--- src/rtl/bb3_pkg.sv ---
// Shared constants, types and function of the 3x3 box blur core.
package bb3_pkg;

   localparam int MAX_WIDTH_DEF  = 1024;
   localparam int MAX_HEIGHT_DEF = 4096;
   localparam int WIDTH_REG_BITS  = 11;
   localparam int HEIGHT_REG_BITS = 13;
   localparam int CSR_DATA_BITS   = 13;
   localparam int CSR_INDEX_BITS  = 1;

   // Register indexes of the configuration port.
   localparam logic [CSR_INDEX_BITS-1:0] REG_FRAME_WIDTH  = 1'd0;
   localparam logic [CSR_INDEX_BITS-1:0] REG_FRAME_HEIGHT = 1'd1;

   // Largest channel sum over nine pixels needs 12 bits; count needs 4.
   localparam int SUM_BITS = 12;
   localparam int CNT_BITS = 4;

   typedef logic [23:0] pixel_type;

   // Word handed from the front end to the averaging back end.
   typedef struct packed {
      logic [SUM_BITS-1:0] sum_red;
      logic [SUM_BITS-1:0] sum_green;
      logic [SUM_BITS-1:0] sum_blue;
      logic [CNT_BITS-1:0] count;
      logic                row_end;
      logic                frame_end;
   } job_type;

   localparam int JOB_BITS = 3 * SUM_BITS + CNT_BITS + 2;

   // Rounded mean of a channel sum over 1, 2, 3, 4, 6 or 9 pixels, done as a
   // multiply by a scaled reciprocal (2^16 scale) with the exact quotient
   // guaranteed for sums below 2^12.
   function automatic logic [7:0] round_mean(input logic [SUM_BITS-1:0] sum,
                                             input logic [CNT_BITS-1:0] count);
      logic [SUM_BITS:0] biased;
      logic [16:0]       recip;
      logic [33:0]       prod;
      begin
         biased = {1'b0, sum} + {{(SUM_BITS-CNT_BITS+1){1'b0}}, count >> 1};
         case (count)
            4'd1:    recip = 17'd65536;
            4'd2:    recip = 17'd32768;
            4'd3:    recip = 17'd21846;
            4'd4:    recip = 17'd16384;
            4'd6:    recip = 17'd10923;
            4'd9:    recip = 17'd7282;
            default: recip = 17'd65536;
         endcase
         prod = {21'd0, biased} * {17'd0, recip};
         round_mean = prod[23:16];
      end
   endfunction

endpackage

--- src/rtl/bb3_back.sv ---
// Back end: divides the queued sums and passes the results on toward the result queue.
module bb3_back (
   input  logic             clock,
   input  logic             reset,
   input  logic             job_valid,
   input  bb3_pkg::job_type job,
   output logic             job_pop,
   input  logic             out_full,
   output logic             res_valid,
   output logic [25:0]      res_data
);

   // One divide stage; results land in the output queue.
   assign job_pop = job_valid && !out_full;

   always_ff @(posedge clock) begin
      if (reset) res_valid <= 1'b0;
      else       res_valid <= job_pop;
   end

   always_ff @(posedge clock) begin
      res_data <= {bb3_pkg::round_mean(job.sum_red, job.count),
                   bb3_pkg::round_mean(job.sum_green, job.count),
                   bb3_pkg::round_mean(job.sum_blue, job.count),
                   job.row_end, job.frame_end};
   end

endmodule

--- config.mk ---
export PLATFORM = sky130hd
export DESIGN_NAME = bb3_back
export DESIGN_NICKNAME = d
export VERILOG_FILES = /design/src/rtl/bb3_pkg.sv /design/src/rtl/bb3_back.sv
export SDC_FILE = /design/constraint.sdc
export NUM_CORES = 1
export LEC_CHECK = 0
export BUFFER_PORTS_ARGS = -buffer_cell sky130_fd_sc_hd__buf_4
export CAP_MARGIN = 10
export CORE_MARGIN = 2
export CORE_UTILIZATION = 68
export DETAILED_ROUTE_END_ITERATION = 8
export GPL_TIMING_DRIVEN = 1
export PLACE_DENSITY = 0.92
export SYNTH_ARGS = -nofsm -noshare
export SYNTH_HDL_FRONTEND = slang
export SYNTH_SLANG_ARGS = --single-unit
--- constraint.sdc ---
create_clock -name clock -period 12.56 [get_ports clock]
set_clock_uncertainty 0.15 [all_clocks]
set_input_delay 0 -clock clock [delete_from_list [all_inputs] [get_ports clock]]
set_output_delay 0 -clock clock [all_outputs]
set_load 0.05 [all_outputs]
## Word-level counts from Yosys, hierarchy flattened

Index checks and enable logic that the tools add are counted.

- Register bits: 27
- Input bits: 46
- Output and inout port bits: 28

- Add/subtract/negate cells: 3
- $mul: 3
- Equal/unequal tests: 5
- Multiplexer cells: 1
- Reduce and logical (&&, ||, !) cells: 2

Operators by type and width:

| operator | count |
|---|---|
| one-hot mux 17 bit (5 select lines) | 1 |
| multiplier 13 x 17 -> 24 bit | 3 |
| adder 12 x 3 -> 13 bit | 3 |
| == test 4 x 2 -> 1 bit, second input constant | 2 |
| == test 4 x 3 -> 1 bit, second input constant | 2 |
| == test 4 bit, second input constant | 1 |
| logical AND 1 bit | 1 |
| zero test 1 bit | 1 |

## Depth between registers and ports, before layout

Gate-level depths: netlist of the first run.

- Depth after elaboration: 3
- Depth in mapped cells: 28
- Mapped depth without buffers: 28

## Least setup slack after synthesis of the first run

Ideal clock, no wire load.

- Path kind: input-to-reg
- From: input port job[3] in the netlist's numbering
- To: register res_data[25]
- Arrival: 5.954 ns
- Data required time: 12.338 ns
- Slack: 6.384 ns
- Stages on the path: 24
- Path buffers: 0
- Cells stage by stage: ha_1 > inv_1 > fa_1 > nand2b_1 > a21oi_2 > nand3_1 > xnor2_1 > nand2_1 > fa_1 > inv_1 > fa_1 > fa_1 > fa_1 > inv_1 > fa_1 > inv_1 > ha_1 > a21o_1 > a211oi_1 > o211ai_1 > a311oi_1 > a21oi_1 > a21oi_1 > xnor2_1

- Longest elaborated chain between the ends: 3
- Elaborated cells between the ends (all ways): 8
- Classes of those cells: add/sub (1); mul (1); eq/ne (5); mux (1)

Ends and longest elaborated chain:

| item | line | text |
|---|---|---|
| from (decl) | bb3_back.sv:6 | `input bb3_pkg::job_type job,` |
| parallel branches: the longest is 2 deep, another holds adder 12 x 3 -> 13 bit | -- |  |
| multiplier 13 x 17 -> 24 bit * | bb3_pkg.sv:52 | `prod = {21'd0, biased} * {17'd0, recip};` |
| to (signal assigned) | bb3_back.sv:22 | `res_data <= {bb3_pkg::round_mean(job.sum_red, job.count),` |
| to (decl) | bb3_back.sv:10 | `output logic [25:0] res_data` |

Mark *: on every way between the ends.
A chain may end at the register's enable or synchronous reset.

## Worst setup path in the final report of the first run

- From: input port job[4] in the netlist's numbering
- To: register res_data[25]

Same word-level chain as after synthesis.

==> results.toml, run 1 <==
[run_status]
outcome = "finished, final reports clean"

[clock_network]
cts_repair_resize_count = 0
h_tree_level_count = 1
cts_tree = "yes"
clk_root_buffer_cell = "sky130_fd_sc_hd__clkbuf_16"
tritoncts.num_buffers = 3
clk_transition_reported_paths_ns = 0.08
cts_buffer_depth = 2
cts_sinks = 27

[routing]
detail_route.drc_violations = 0
drt-vias-per-instance = 5.53
vias = 12199
final_antenna_net_count = 0
detail_route.wl_per_cell_um = 19.5
finalWirelength_mm = 43.0
initialDrtViolationCount = 891
drt_pass1_iterations = 7

[sta]
highest_attainable_clock_frequency_mhz = 145
max_slew_margin_pct = 34.4
worstMarginPinSlew_ns = 0.982
timing_max_transition_violations_final = 0
finalWorstPathRequiredPeriod_ns = 6.90
finalHoldViolations = 0
timing.setup.tns_ns = 0
fin_crit_sh_pct = 54.9
rsz0062_at_grt = "no"
setup_viol_count_final = 0

[setup_path]
dominant_cell_type_by_count_on_the_critical_path = "sky130_fd_sc_hd__fa_1"
cell_chain_critical_path = "buf_4 > ha_1 > a21o_1 > a21oi_1 > xor2_1 > nor2_1 > inv_1 > fa_1 > inv_1 > fa_1 > fa_1 > fa_1 > inv_1 > fa_1 > inv_1 > ha_1 > o21ai_0 > o21bai_1 > a2111oi_1 > o211ai_1 > a311oi_1 > a21oi_1 > a21oi_1 > xnor2_1"
end_kind = "flop"
worst-setup-path-type = "primary input to flop"
critPathMaxStageDelay_ns = 0.58
setup.worst_path.start_class = "primary input"
worst_ep_arrival_time_ns = 6.96
timing.critical_path.required_ns = 12.63
slowest_stage = "sky130_fd_sc_hd__a2111oi_1"
cp_max_fanout = 10

[run]
cap_violations = 0

[finish]
ant_diodes = 0
mostFrequentLayoutCell = "sky130_fd_sc_hd__inv_1"
filler_cell_count = 1757
most_frequent_cells_in_the_layout = "sky130_fd_sc_hd__inv_1 (605), sky130_fd_sc_hd__fa_1 (382), sky130_fd_sc_hd__ha_1 (180), sky130_fd_sc_hd__nand2_1 (148), sky130_fd_sc_hd__nor2_1 (130)"
post_route_cells_drive_above_1_share_pct = 5.61
final-instance-count-excl-fill = 2207
final_nets = 2497
synthToLayoutAreaGrowth_pct = 6.39

[logic_synthesis]
mappedNetlistNets = 2437
synth-seq-cells = 27
synthesis.area_mm2 = 0.0162
async_flop_share_pct = 0
synth_seq_area_share_pct = 3.33
yosys_warnings = 0
edff_count_synth = 0
synth_area_per_cell_um2 = 8.87
synth_ff_type = "sky130_fd_sc_hd__dfxtp_1"
cell_count_after_synthesis = 1829
post_synth_num_cell_types = 57

[global_route]
globalRoute.totalOverflow = 0
first_pass_grt_wire_length_mm = 68.2
gr-usage-all-layers_pct = 36.6
largest_net_degree_at_the_start_of_global_routing = 26
initial_antenna_violation_count = 0
vias_in_the_first_global_route = 13573

[power_and_ir_drop]
power.leakage_uw = 0.00986
switching_power_total_uw = 695
sequential_share_of_power_pct = 11.3
p_int_uw = 550
vdd_ir_drop_max_mv = 0.0971
clockPowerShare_pct = 7.2
share_comb_of_total_power_pct = 81.5
switching_share_pct = 55.8
pwr_density_cell_mw_per_mm2 = 72.1

[worst_hold_path]
worst_min_delay_path_category = "primary input to output port"

[die]
number_of_i_o_pins = 74
floorplan.die.width_um = 159
rows = 56
dieArea_mm2 = 0.0251
floorplan.core_area_mm2 = 0.0235
initial_core_util_pct = 69.2
chipHeight_um = 159

[placed_design]
post-dp-hpwl_mm = 38.7
final_weighted_congestion_in_routability_driven_placement = 1.03
placed_cells_incl_taps = 2199
port_buffers = 73
## final timing paths
path                 start      endpoint  cells after the start
setup / recovery    job[4]  res_data[25]                     24
hold / removal    out_full       job_pop                      3
## layout make-up
type	instances	area, µm²	share of cell area [%]
inverter	605	2270	13.2
multi-input combinational	1164	13300	77.1
sequential	27	541	3.13
clock buffer	4	78.8	0.456
tap	319	399	2.31
timing repair buffer	88	671	3.88
## worst max-delay path, delay by kind of cell
family | cells | cell delay [ns]
AOI/OAI and AO/OA | 9 | 2.73
xor gates and xnor gates | 2 | 0.42
adders and majority gates | 7 | 3.08
buffers and inverters | 5 | 0.40
and+or+nand+nor | 1 | 0.29
## synthesized netlist by cell type, types with 4 or more instances
cell type | number | area (µm²)
sky130_fd_sc_hd__a21o_1 | 14 | 105
sky130_fd_sc_hd__a21oi_1 | 36 | 180
sky130_fd_sc_hd__and2_1 | 10 | 62.6
sky130_fd_sc_hd__and3_1 | 15 | 93.8
sky130_fd_sc_hd__clkbuf_1 | 31 | 116
sky130_fd_sc_hd__dfxtp_1 | 27 | 541
sky130_fd_sc_hd__fa_1 | 382 | 7650
sky130_fd_sc_hd__ha_1 | 180 | 2250
sky130_fd_sc_hd__inv_1 | 605 | 2270
sky130_fd_sc_hd__nand2_1 | 148 | 556
sky130_fd_sc_hd__nand2b_1 | 10 | 62.6
sky130_fd_sc_hd__nand3_1 | 18 | 90.1
sky130_fd_sc_hd__nor2_1 | 131 | 492
sky130_fd_sc_hd__nor2b_1 | 10 | 62.6
sky130_fd_sc_hd__nor3_1 | 8 | 40.0
sky130_fd_sc_hd__nor3b_1 | 4 | 30.0
sky130_fd_sc_hd__o21a_1 | 6 | 45.0
sky130_fd_sc_hd__o21ai_0 | 23 | 115
sky130_fd_sc_hd__o22ai_1 | 4 | 25.0
sky130_fd_sc_hd__or3_1 | 4 | 25.0
sky130_fd_sc_hd__xnor2_1 | 69 | 604
sky130_fd_sc_hd__xor2_1 | 43 | 377
## what timing repair did
item,in CTS,in global routing
hold buffers,4,0
setup buffers,0,0
endpoints found under the hold margin,3,0
## through the flow
stage	setup WS (ns)	cell area, µm²	power (µW)	hold WS (ns)	utilization [%]
global placement	5.65	17200	1090	-0.0388	73.1
floorplan	6.38	16200	863	-0.122	-
finish	5.66	17300	1250	0.148	73.6
CTS	5.75	17300	1240	0.144	73.6
detailed placement	5.46	17200	1150	-0.0396	73.1
global route	5.24	17300	1360	0.159	73.6
## power groups by stage
| stage | Clock (µW) | Combinational [µW] | Sequential (µW) |
|---|---|---|---|
| detailed placement | 0 | 1010 | 142 |
| floorplan | 0 | 576 | 287 |
| global route | 91.5 | 1120 | 147 |
| finish | 89.3 | 1010 | 141 |
| global placement | 0 | 952 | 142 |
| CTS | 87.3 | 1010 | 141 |
## state kept, by name (all words and copies together) (netlist names)
register,count
res_data,26
res_valid,1
## logic make-up (layout without fill, tap and decap cells)
logic type	Yosys count	in the layout	synth area share [%]
and+or+nand+nor	375	375	10.2
AOI/OAI and AO/OA	114	114	4.56
buffers and inverters	638	697	14.8
adders and majority gates	562	562	61.0
DFF	27	27	3.33
xor gates and xnor gates	113	113	6.14
## routing by layer
metal | global-route usage (%) | up-vias | share of wire [%]
li1 | - | 5387 | -
met1 | 46.3 | 6011 | 37
met2 | 61.8 | 642 | 49
met3 | 7.13 | 159 | 8.9
met4 | 16.1 | 0 | 5.3
met5 | 0 | - | 0
No activity file was read; power rests on OpenSTA's default activity.
==> run 2, diff against run 1 <==
--- a/config.mk
+++ b/config.mk
@@ -8,10 +8,10 @@
 export BUFFER_PORTS_ARGS = -buffer_cell sky130_fd_sc_hd__buf_4
 export CAP_MARGIN = 10
 export CORE_MARGIN = 2
-export CORE_UTILIZATION = 68
+export CORE_UTILIZATION = 66
 export DETAILED_ROUTE_END_ITERATION = 8
 export GPL_TIMING_DRIVEN = 1
-export PLACE_DENSITY = 0.92
+export PLACE_DENSITY = 0.9
 export SYNTH_ARGS = -nofsm -noshare
 export SYNTH_HDL_FRONTEND = slang
 export SYNTH_SLANG_ARGS = --single-unit
==> constraint.sdc (replaced) <==
create_clock -name clock -period 6.4 [get_ports clock]
set_clock_uncertainty 0.15 [all_clocks]
set_input_delay 0 -clock clock [delete_from_list [all_inputs] [get_ports clock]]
set_output_delay 0 -clock clock [all_outputs]
set_load 0.05 [all_outputs]
==> run 2 against run 1 <==
Effect of this change: sequential power grew 98%; core utilization rose by 3.7 points; first-iteration DRC count up 32%; power up 110%; global-route usage decreased by 0.38 points; non-clock buffer count increased by 143; critical endpoint unchanged; final cell count up 6.8%; die area up 3.0%.
==> results.toml, run 2 (synthesis results as in run 1) <==
[run_status]
outcome = "finished, final reports clean"

[die]
floorplan.core_area_mm2 = 0.0242
floorplan.die.width_um = 161
number_of_i_o_pins = 74
rows = 57
chipHeight_um = 161
initial_core_util_pct = 66.9
dieArea_mm2 = 0.0259

[clock_network]
clk_root_buffer_cell = "sky130_fd_sc_hd__clkbuf_16"
cts_sinks = 27
clk_transition_reported_paths_ns = 0.09
cts_buffer_depth = 2
h_tree_level_count = 1
tritoncts.num_buffers = 3
cts_tree = "yes"

[global_route]
largest_net_degree_at_the_start_of_global_routing = 20
first_pass_grt_wire_length_mm = 72.2
gr-usage-all-layers_pct = 36.2
vias_in_the_first_global_route = 14638
globalRoute.totalOverflow = 0
initial_antenna_violation_count = 2

[finish]
most_frequent_cells_in_the_layout = "sky130_fd_sc_hd__inv_1 (603), sky130_fd_sc_hd__fa_1 (379), sky130_fd_sc_hd__buf_4 (220), sky130_fd_sc_hd__ha_1 (176), sky130_fd_sc_hd__nand2_1 (144)"
final_nets = 2640
largest_register_ff_count = 26
largest_registers = "res_data x26, res_valid x1"
synthToLayoutAreaGrowth_pct = 15.4
seqCellArea_um2 = 541
multi_input_area_mm2 = 0.0136
filler_cell_count = 1619
post_route_cells_drive_above_1_share_pct = 15.2
top_register = "res_data"
mostFrequentLayoutCell = "sky130_fd_sc_hd__inv_1"
stdcell_area_mm2 = 0.0187

[routing]
detail_route.wl_per_cell_um = 19.7
initialDrtViolationCount = 1180
vias = 13126
drt_pass1_iterations = 6
finalWirelength_mm = 46.5
drt-vias-per-instance = 5.57
final_antenna_net_count = 0
detail_route.drc_violations = 0

[setup_path]
cp_max_fanout = 5
worst_ep_arrival_time_ns = 6.41
crit_path_start = "job[4]"
timing.critical_path.required_ns = 6.43
dominant_cell_type_by_count_on_the_critical_path = "sky130_fd_sc_hd__fa_1"
slowest_stage = "sky130_fd_sc_hd__fa_1"
worst-setup-path-type = "primary input to flop"
setup.worst_path.start_class = "primary input"
worst_path_dominant_cell_family = "adder cells"
cp.buffers_inverters = 8
critPathMaxStageDelay_ns = 0.58
end_kind = "flop"

[run]
cap_violations = 0

[sta]
timing_max_transition_violations_final = 0
setup_viol_count_final = 0
max_slew_margin_pct = 18.1
finalHoldViolations = 0
worstMarginPinSlew_ns = 1.22
highest_attainable_clock_frequency_mhz = 157
rsz0062_at_grt = "yes"
finalWorstPathRequiredPeriod_ns = 6.38
fin_crit_sh_pct = 99.6

[placed_design]
post-dp-hpwl_mm = 39.7
placed_area_mm2 = 0.0181
final_weighted_congestion_in_routability_driven_placement = 0.989
port_buffers = 73

[power_and_ir_drop]
power.leakage_uw = 0.0107
finalPower_uw = 2590
vdd_ir_drop_max_mv = 0.252
pwr_density_cell_mw_per_mm2 = 138

[worst_hold_path]
worst_min_delay_path_category = "primary input to output port"
min_from = "out_full"
[run 2: changes by cell type in the layout (fill, tap and decap cells not counted), sizes merged]
| cell | delta |
|---|---|
| diode | +2 |
| clkbuf | +1 |
| buf | +142 |
[run 2: final cells by class]
cell class	instances	share of cell area (%)
multi-input cells	1164	72.8
inverters	605	12.1
repair buffers	231	9.54
flip-flops and latches	27	2.88
well taps	324	2.16
clock buffers	4	0.421
diodes	2	0.0267
[run 2: tightest hold or removal path: cells and delay by family]
| kind | cells | cell delay [ns] |
|---|---|---|
| and+or+nand+nor | 1 | 0.04 |
| buffers and inverters | 2 | 0.25 |
[run 2: path summary, 6_finish.rpt]
path	depth (start not counted)	end
setup / recovery	27	res_data[25]
hold / removal	3	job_pop
[run 2: metal layers]
metal | track usage [%] | vias to the layer above | part of all wire (%)
li1 | - | 5674 | -
met1 | 45.2 | 6443 | 36
met2 | 62.1 | 781 | 49
met3 | 6.87 | 228 | 9.2
met4 | 15.7 | 0 | 6.1
met5 | 0 | - | 0
[run 2: where the power goes]
group,switching [µW],internal (µW)
Combinational,1310,839
Sequential,25.2,254
Clock,84.4,86.5
Total,1420,1180
[run 2: what timing repair did]
item | CTS | global route
pin swaps | 0 | 32
hold buffers | 4 | 0
setup endpoints to repair | 3 | 17
setup buffers | 0 | 11
gates resized for setup | 3 | 77
endpoints found under the hold margin | 3 | 0
cloned | 0 | 1
[run 2: stage by stage]
step / util [%] / TNS, ns / cells / hold WS [ns] / setup WS (ns)
after global routing: 77.3 / -0.601 / 2355 / 0.158 / -0.216
after CTS: 75.3 / 0 / 2343 / 0.153 / 0.0133
after global placement: 74.8 / -0.738 / 2335 / -0.0429 / -0.232
final: 77.3 / 0 / 2357 / 0.149 / 0.0232
after floorplan: - / 0 / 1829 / -0.122 / 0.224
after detailed placement: 74.8 / -2.68 / 2335 / -0.0440 / -0.359
