[src/rtl/bb3_pkg.sv]
// Shared constants, types and function of the 3x3 box blur core.
package bb3_pkg;

   localparam int MAX_WIDTH_DEF  = 1024;
   localparam int MAX_HEIGHT_DEF = 4096;
   localparam int WIDTH_REG_BITS  = 11;
   localparam int HEIGHT_REG_BITS = 13;
   localparam int CSR_DATA_BITS   = 13;
   localparam int CSR_INDEX_BITS  = 1;

   // Register indexes of the configuration port.
   localparam logic [CSR_INDEX_BITS-1:0] REG_FRAME_WIDTH  = 1'd0;
   localparam logic [CSR_INDEX_BITS-1:0] REG_FRAME_HEIGHT = 1'd1;

   // Largest channel sum over nine pixels needs 12 bits; count needs 4.
   localparam int SUM_BITS = 12;
   localparam int CNT_BITS = 4;

   typedef logic [23:0] pixel_type;

   // Word handed from the front end to the averaging back end.
   typedef struct packed {
      logic [SUM_BITS-1:0] sum_red;
      logic [SUM_BITS-1:0] sum_green;
      logic [SUM_BITS-1:0] sum_blue;
      logic [CNT_BITS-1:0] count;
      logic                row_end;
      logic                frame_end;
   } job_type;

   localparam int JOB_BITS = 3 * SUM_BITS + CNT_BITS + 2;

   // Rounded mean of a channel sum over 1, 2, 3, 4, 6 or 9 pixels, done as a
   // multiply by a scaled reciprocal (2^16 scale) with the exact quotient
   // guaranteed for sums below 2^12.
   function automatic logic [7:0] round_mean(input logic [SUM_BITS-1:0] sum,
                                             input logic [CNT_BITS-1:0] count);
      logic [SUM_BITS:0] biased;
      logic [16:0]       recip;
      logic [33:0]       prod;
      begin
         biased = {1'b0, sum} + {{(SUM_BITS-CNT_BITS+1){1'b0}}, count >> 1};
         case (count)
            4'd1:    recip = 17'd65536;
            4'd2:    recip = 17'd32768;
            4'd3:    recip = 17'd21846;
            4'd4:    recip = 17'd16384;
            4'd6:    recip = 17'd10923;
            4'd9:    recip = 17'd7282;
            default: recip = 17'd65536;
         endcase
         prod = {21'd0, biased} * {17'd0, recip};
         round_mean = prod[23:16];
      end
   endfunction

endpackage

[src/rtl/bb3_queue.sv]
// Short word queue between the front end and the averaging back end.
module bb3_queue #(
   parameter int DEPTH = 8,
   parameter int WIDTH = bb3_pkg::JOB_BITS
) (
   input  logic             clock,
   input  logic             reset,
   input  logic             push,
   input  logic [WIDTH-1:0] push_data,
   input  logic             pop,
   output logic             empty,
   output logic [WIDTH-1:0] head,
   output logic [$clog2(DEPTH+1)-1:0] level
);

   localparam int AW = $clog2(DEPTH);

   logic [WIDTH-1:0] mem_ff [DEPTH];
   logic [AW-1:0] wr_ff, rd_ff;
   logic [$clog2(DEPTH+1)-1:0] cnt_ff;
   logic do_pop;

   assign empty  = cnt_ff == '0;
   assign head   = mem_ff[rd_ff];
   assign level  = cnt_ff;
   assign do_pop = pop && !empty;

   always_ff @(posedge clock) begin
      if (push) mem_ff[wr_ff] <= push_data;
   end

   always_ff @(posedge clock) begin
      if (reset) begin
         wr_ff  <= '0;
         rd_ff  <= '0;
         cnt_ff <= '0;
      end else begin
         if (push) wr_ff <= (wr_ff == AW'(DEPTH - 1)) ? '0 : wr_ff + AW'(1);
         if (do_pop) rd_ff <= (rd_ff == AW'(DEPTH - 1)) ? '0 : rd_ff + AW'(1);
         cnt_ff <= cnt_ff + (push ? 1'b1 : 1'b0) - (do_pop ? 1'b1 : 1'b0);
      end
   end

endmodule

[config.mk]
export PLATFORM = sky130hd
export DESIGN_NAME = bb3_queue
export DESIGN_NICKNAME = d
export VERILOG_FILES = /design/src/rtl/bb3_pkg.sv /design/src/rtl/bb3_queue.sv
export SDC_FILE = /design/constraint.sdc
export NUM_CORES = 1
export LEC_CHECK = 0
export BUFFER_PORTS_ARGS = -buffer_cell sky130_fd_sc_hd__buf_2
export CORE_ASPECT_RATIO = 1.4
export CORE_MARGIN = 3
export CORE_UTILIZATION = 40
export DETAILED_ROUTE_END_ITERATION = 10
export HOLD_SLACK_MARGIN = 0.06
export MAX_ROUTING_LAYER = met4
export PLACE_DENSITY_LB_ADDON = 0.2
export SLEW_MARGIN = 20
export SYNTH_ARGS = -nofsm -noshare
export SYNTH_HDL_FRONTEND = slang
export SYNTH_SLANG_ARGS = --single-unit
[constraint.sdc]
create_clock -name clock -period 8.1 [get_ports clock]
set_clock_uncertainty 0.2 [all_clocks]
set_input_delay 1.62 -clock clock [delete_from_list [all_inputs] [get_ports clock]]
set_output_delay 1.62 -clock clock [all_outputs]
set_load 0.005 [all_outputs]
## Word-level counts from Yosys, hierarchy flattened

Memory sizes are Yosys's and may differ from the RTL's. A register that Yosys moved wholly into a read port is not among the register bits.
Cells that the tools add are included.

- Logic and storage cells: 21
- Output and inout bits: 47
- Input port bits: 46
- Bits in registers: 10
- Memories: 1
- Memory bits (writable): 336

Memories:

| name | depth | bits a word | rd ports | clocked after Yosys merged registers in | wr ports | line | source |
|---|---|---|---|---|---|---|---|
| mem_ff | 8 | 42 | 1 | 1 | 1 | bb3_queue.sv:18 | `logic [WIDTH-1:0] mem_ff [DEPTH];` |

- Equal/unequal tests: 2
- Add/sub/neg operators: 4
- Reductions and logical operators: 3
- Multiplexer cells: 8

Operator list:

| kind | number |
|---|---|
| 3-bit 2-to-1 mux | 4 |
| 3-bit by 1-bit adder with 3-bit output (second input constant) | 2 |
| 3-bit == test (second input constant) | 2 |
| 4-bit by 1-bit adder with 4-bit output | 1 |
| 4-bit logical NOT | 1 |
| 1-bit 2-to-1 mux | 4 |
| 4-bit by 1-bit subtractor with 4-bit output | 1 |
| 1-bit logical AND | 1 |
| 1-bit logical NOT | 1 |

## Depth between registers and ports, before layout

Gate-level depths: netlist of run 1.

- Depth after elaboration: 5
- Mapped depth: 11
- Gate-level depth less buffers: 11

## Least setup slack after synthesis of run 1

No wires, ideal clock.

- Kind: input to register
- From: input push
- To: memory mem_ff[0][0] (netlist bit) (enable)
- Data arrival time: 4.602 ns
- Buffers on the path: 0
- Library setup time: 0.494 ns
- Data required time: 7.406 ns
- Stages on the path: 2
- Slack: 2.805 ns
- Cell sequence: nand2b_1 nor3_1

- Word-level cells in the longest chain between the ends: 2

RTL lines:

| item | line | source |
|---|---|---|
| start: declaration | bb3_queue.sv:8 | `input logic push,` |
| 1-bit 2-to-1 mux | bb3_queue.sv:29 | `if (push) mem_ff[wr_ff] <= push_data;` |
| 1-bit 2-to-1 mux (not written as such) | bb3_queue.sv:29 |  |
| end: declaration | bb3_queue.sv:18 |  |

Every way passes these cells.

==> results.ini, run 1 <==
[outcome]
status = finished, final reports clean

[critical_path]
r2r_end = level[2]
worstPathRequired_ps = 6280
cp-endpoint = head[9]
path_max_fanout = 43
r2r-start = level[2]
r2r_slack_ps = 5430
cp-end-kind = output port
r2r_cells = 11
worst_ep_arrival_time_ps = 3360
crit_type = reg2out
critPathLaunchType = flop

[detailed_routing]
routedWlPerCell_um = 22.8
drcViolationCount = 0
drtIter0Drc = 367
postRouteAntennaNets = 0
vias = 5807
vias_per_cell = 5.08
first_pass_iters = 5
totalWireLength_um = 26000

[layout]
areaGrowthSynthToFinish_pct = 15.6
final_area_um2 = 15300
final_cell_mix = 336 x edfxtp_1, 92 x buf_2, 84 x mux4_2, 42 x mux2_2, 37 x clkbuf_16
final_common_cell = edfxtp_1
final_net_count = 730
layout.cells.non_filler = 1143
drive_above_1_share_pct = 40.6
n_fill_cell = 2736

[timing]
fin_ws_ps = 2920
grt_setup_unrepaired = no
setup_viol = 0
hold_viol = 0
worstMarginPinSlew_ps = 901
finalSetupTns_ps = 0
slew_headroom_pct = 39.9
fin_crit_sh_pct = 63.9
min_period_ps = 5180
slew_violations = 0
fmax_ghz = 0.193

[die]
rows = 78
die_w_um = 160
dieArea_um2 = 35400
start_util_pct = 40.7
ios = 93
die_h_um = 221
core-area_um2 = 32600

[synth]
ys_seq_elements = 349
synth_fa_ha_area_share_pct = 1.00
synth_warnings = 0
ys_top_cells_by_area = edfxtp_1 76%, mux4_2 14%, mux2_2 3.6%
postSynth.asyncResetShare_pct = 0
synth_largest_area_cell = edfxtp_1
synth.top_cell.area_share_pct = 76.1
yosysSeqAreaShare_pct = 78.1
synthMuxAreaShare_pct = 17.9
synthesis.area_um2 = 13300
synth_edf_count = 336
postSynthAreaPerCell_um2 = 23.7
synth-xor-area-share_pct = 0.0661
synth_top_family_by_area = multiplexers
synth-simple-area-share_pct = 1.16
synth_ff_type = edfxtp_1
synthCells = 559
synth_compound_area_share_pct = 0.443
synth_cell_types = 26
syn-num-nets = 615

[global_routing]
grt_pass1_vias = 6546
grt_usage_pct = 15.5
antenna_found_initial = 4
grt_max_degree = 49
grt_pass1_wl_um = 40100
grt_overflow = 0

[placed_design]
pre_cts_slack_ps = 3320
dpl_cell_area_um2 = 14300
post-place-cells = 1078
hpwl_um = 13700
place.gp.congestion = 0.695
port_buffers = 92

[power]
p_per_area_nw_per_um2 = 265
leakagePower_nw = 4.86
ir_worst_vdd_mv = 0.142

[clock_network]
post_cts_resized = 0
cts_tree = done
clk_path_buf_depth = 3
cts_buffers = 34
cts_setup_buffers = 0
htreeDepth = 2
cts_hold_buf = 0
insertion_delay_ps = 510
path_clk_slew_ps = 60
cts-root-buf = clkbuf_16
clock-sinks = 349

[flow_run]
cap_violations = 0

[worst_hold_path]
worstHoldPathType = reg2reg

-- flip-flops by register name, indices dropped and copies added (netlist names), named ones only --
signal / flops
mem_ff: 336
level: 4
wr_ff: 3
rd_ff: 3
-- worst min-delay path by stage --
| stage | startpoint | end | cells past startpoint |
|---|---|---|---|
| 5_1_grt | rd_ff[1] | flop | 2 |
| 2_1_floorplan | rd_ff[1] | flop | 2 |
| 4_1_cts | rd_ff[1] | flop | 2 |
| 3_5_place_dp | rd_ff[1] | flop | 2 |
| 6_report | rd_ff[1] | flop | 2 |
| 3_3_place_gp | rd_ff[2] | flop | 2 |
-- layout make-up --
type	instances	area [um2]	area share [%]
Sequential cell	349	10400	67.6
Timing Repair Buffer	103	543	3.54
Inverter	8	30.0	0.196
Antenna cell	4	10.0	0.0653
Tap cell	440	551	3.59
Multi-Input combinational cell	178	2780	18.2
Clock inverter	18	108	0.702
Clock buffer	43	948	6.19
-- cells by family after synthesis --
| kind of cell | after synthesis |
|---|---|
| flops | 349 |
| xor+xnor | 1 |
| mux | 127 |
| simple gates | 29 |
| compound gates | 11 |
| buf+inv | 32 |
| fa+ha+maj | 10 |
-- worst max-delay path, stage by stage (launching register included) --
cell,delay (ps)
dfxtp_4,930
buf_4,820
mux4_2,600
mux2_2,300
buf_2,130
-- stage by stage --
| stage | power, mW | hold WS, ps | utilization [%] |
|---|---|---|---|
| finish | 4.07 | 316 | 47.0 |
| global route | 4.24 | 352 | 47.0 |
| CTS | 4.13 | 312 | 47.0 |
| detailed placement | 2.63 | 294 | 43.8 |
| global placement | 2.61 | 283 | 43.8 |
| floorplan | 2.44 | 268 | - |
-- power breakdown --
part | internal (mW) | leakage, nW | switching, mW
logic | 0.269 | 1.19 | 0.235
registers | 2.03 | 3.16 | 0.0409
clock network | 0.861 | 0.506 | 0.635
total | 3.16 | 4.86 | 0.911
-- synthesized netlist by cell type (all sizes together) (3+ instances only) --
master and instances:
edfxtp 336, mux4 84, mux2 42, buf 16, dfxtp 13, nor2 10
ha 9, clkbuf 8, inv 8, a21oi 6, nand2b 6, o21ai 4
nor2b 3
-- routing by layer --
metal | track usage (%) | vias to the layer above | share of wire (%)
met4 | 4.15 | 0 | 1.9
met5 | - | - | 0
li1 | - | 2595 | -
met2 | 26.3 | 133 | 54
met3 | 3.28 | 32 | 5.4
met1 | 18.9 | 3047 | 39
No activity file was read; power rests on OpenSTA's default activity.
==> run 2: changes to the inputs <==
clock period = 4.9 ns   (was 8.1 ns; I/O delays follow)
==> results.ini, run 2 (synthesis gave the netlist of run 1 again) <==
[clock_network]
cts_setup_buffers = 0
path_clk_slew_ps = 70
insertion_delay_ps = 510
cts_hold_buf = 0
cts-root-buf = clkbuf_16
clk_path_buf_depth = 3
cts_buffers = 35
htreeDepth = 2
post_cts_resized = 0
clock-sinks = 349
cts_tree = done

[layout]
final_area_um2 = 15500
multiInputGateArea_um2 = 2780
utilization_pct = 47.5
drive_above_1_share_pct = 41.7
final_cell_mix = 336 x edfxtp_1, 92 x buf_2, 84 x mux4_2, 42 x mux2_2, 37 x clkbuf_16
n_fill_cell = 2729
largest_reg_flops = 336
final_net_count = 737
areaGrowthSynthToFinish_pct = 16.8
regArea_um2 = 10400
final_common_cell = edfxtp_1
top_register = mem_ff

[critical_path]
worstPathRequired_ps = 3720
path_max_fanout = 31
crit_type = reg2out
critPathLaunchType = flop
r2r_slack_ps = 2220
cp-end-kind = output port
worst_ep_arrival_time_ps = 2880

[timing]
grt_setup_unrepaired = no
fmax_ghz = 0.246
min_period_ps = 4060
setup_viol = 0
slew_headroom_pct = 33.5
fin_crit_sh_pct = 82.8
hold_viol = 0
finalSetupTns_ps = 0
worstMarginPinSlew_ps = 998
slew_violations = 0
whs_ps = 323

[detailed_routing]
drcViolationCount = 0
totalWireLength_um = 26500
vias = 5908
wl_met3_um = 1170
met1_length_um = 10800
wl_met2_um = 14000
drtIter0Drc = 405
routedWlPerCell_um = 23.0
postRouteAntennaNets = 0
vias_per_cell = 5.13
first_pass_iters = 4
dr.max_layer_used = met4

[global_routing]
grt_pass1_wl_um = 40500
grt_pass1_vias = 6554
antenna_found_initial = 3
grt_max_degree = 54
grt_usage_pct = 15.6
grt_overflow = 0

[placed_design]
dpl_cell_area_um2 = 14300
place.gp.congestion = 0.707
hpwl_um = 14500
port_buffers = 92

[power]
leakagePower_nw = 4.94
p_per_area_nw_per_um2 = 448
finalPower_mw = 6.94
ir_worst_vdd_mv = 0.253

[die]
rows = 78
start_util_pct = 40.7
ios = 93
core-area_um2 = 32600
die_h_um = 221
die_w_um = 160
dieArea_um2 = 35400

[flow_run]
cap_violations = 0

[outcome]
status = finished, final reports clean

[worst_hold_path]
worstHoldPathType = reg2reg

-- run 2: final timing paths --
| check | start | depth (start not counted) | end |
|---|---|---|---|
| min | rd_ff[1] | 2 | flop |
| max reg2reg | level[2] | 11 | level[2] |
| max | flop | 4 | head[11] |
| min reg2reg | rd_ff[1] | 2 | flop |
-- run 2: routing by layer --
layer | GRT usage (%) | up-vias
met1 | 19.3 | 3157
met4 | 4.17 | 0
met2 | 26.4 | 118
met3 | 3.28 | 30
li1 | - | 2603
met5 | - | -
-- run 2: cell type report --
cell class                      instances  share of cell area [%]
Timing Repair Buffer                  109                    3.88
Sequential cell                       349                    66.9
Clock buffer                           50                    6.36
Inverter                                8                   0.194
Clock inverter                         13                    1.07
Multi-Input combinational cell        178                    18.0
Antenna cell                            4                  0.0646
Tap cell                              440                    3.56
-- run 2: report_power, final --
group          total, mW  leakage [nW]  internal, mW  switching (mW)
sequential          3.45          3.16          3.35          0.0962
combinational      0.823          1.23         0.454           0.368
clock               2.67         0.552          1.61            1.06
-- run 2: critical path: stages, from the launching register on --
cell and delay, ps:
dfxtp_4 780, buf_4 550, mux4_2 560, mux2_2 310, buf_2 130
-- run 2: through the flow --
stage | std cells | setup slack (ps)
floorplan | 559 | 245
global placement | 1084 | 1320
detailed placement | 1084 | 1290
CTS | 1147 | 724
global route | 1150 | 629
finish | 1151 | 843
==> run 3: changes to the inputs <==
clock period = 4.1 ns   (was 4.9 ns; I/O delays follow)
==> results.ini, run 3 (synthesis gave the netlist of run 1 again) <==
[outcome]
status = finished, final reports clean

[timing]
worstMarginPinSlew_ps = 830
slew_violations = 0
fin_crit_sh_pct = 87.7
setup_viol = 0
min_period_ps = 3590
finalSetupTns_ps = 0
fmax_ghz = 0.278
grt_setup_unrepaired = no
slew_headroom_pct = 44.5
hold_viol = 0
whs_ps = 309

[global_routing]
use_met1_pct = 18.2
grt_max_degree = 43
antenna_found_initial = 4
grt_pass1_wl_um = 39600
gr-usage-met2_pct = 26.6
grt_overflow = 0
grt_usage_pct = 15.4
busiest_layer = met2
grt_pass1_vias = 6470
use_met3_pct = 3.52

[die]
core-area_um2 = 32600
start_util_pct = 40.7
die_h_um = 221
dieArea_um2 = 35400
ios = 93
rows = 78
die_w_um = 160

[clock_network]
cts_setup_buffers = 0
post_cts_resized = 0
cts_tree = done
clock-sinks = 349
htreeDepth = 2
path_clk_slew_ps = 60
cts-root-buf = clkbuf_16
clk_path_buf_depth = 3
insertion_delay_ps = 510
cts_hold_buf = 0
cts_buffers = 36

[power]
ir_worst_vdd_mv = 0.388
p_per_area_nw_per_um2 = 525
finalPower_mw = 8.15
leakagePower_nw = 4.94

[detailed_routing]
vias = 5926
routedWlPerCell_um = 22.8
first_pass_iters = 4
totalWireLength_um = 26200
drtIter0Drc = 320
vias_per_cell = 5.15
drcViolationCount = 0
postRouteAntennaNets = 0

[critical_path]
crit_family = multiplexers
crit_type = reg2out
worst_ep_arrival_time_ps = 2570
crit_slowest_cell = dfxtp_4
crit_buf_inv = 2
worstPathRequired_ps = 3080
cp-end-kind = output port
critPathLaunchType = flop
path_max_fanout = 26
slowest_delay_ps = 710
path_cells = buf_4 > mux4_2 > mux2_2 > buf_2

[worst_hold_path]
worstHoldPathType = reg2reg

[placed_design]
port_buffers = 92
hpwl_um = 15000
place.gp.congestion = 0.691

[layout]
final_cell_mix = 336 x edfxtp_1, 92 x buf_2, 84 x mux4_2, 42 x mux2_2, 36 x clkbuf_16
areaGrowthSynthToFinish_pct = 17.0
drive_above_1_share_pct = 42.1
largest_reg_flops = 336
final_net_count = 738
top_register = mem_ff
final_common_cell = edfxtp_1

[flow_run]
cap_violations = 0

## run 3: changes by cell type in the layout (fill, tap and decap cells not counted), moves of 2 or more
cell and delta:
buf_4 -6, clkinv_2 +3, clkbuf_1 -2, nor3_4 +2, nor3_2 -2, bufinv_16 -2, buf_12 +6
## run 3: final timing paths
kind | startpoint | end | slack [ps] | depth (start not counted)
hold reg to reg | rd_ff[2] | flop | 310 | 2
setup reg to reg | level[2] | level[2] | 1440 | 11
setup / recovery | flop | head[14] | 510 | 4
hold / removal | rd_ff[2] | flop | 310 | 2
## run 3: report_power, final
group	switching [mW]	internal (mW)
clock	1.27	1.77
sequential	0.0943	4.01
combinational	0.458	0.556
total	1.82	6.33
## run 3: cell type report
cell class                      instances  area (um2)
Antenna cell                            5        12.5
Clock buffer                           47         952
Clock inverter                         15         143
Fill cell                            2720       17100
Inverter                                8        30.0
Multi-Input combinational cell        178        2800
Sequential cell                       349       10400
Tap cell                              440         551
Timing Repair Buffer                  109         676
## run 3: worst register-to-register path, cell delays in order (launching register included)
cell     delay, ps
dfxtp_1        310
inv_1           70
ha_1           130
or3b_2         460
inv_1          170
nor2_1          60
ha_1           260
inv_1           40
ha_1           210
fa_1           410
xnor2_1        160
nor2_1          50
## run 3: through the flow
step	std cells	worst slack (ps)	util [%]	instance area, um2
6_report	1151	505	47.6	15500
5_1_grt	1150	308	47.6	15500
4_1_cts	1146	409	47.6	15500
3_5_place_dp	1084	966	44.2	14400
3_3_place_gp	1084	971	44.2	14400
2_1_floorplan	559	746	-	13300
## run 3: metal layers
metal  wire, um  part of all wire (%)
met1      10400                    40
met2      14100                    54
met3       1210                   4.6
met4        565                   2.2
met5          0                     0
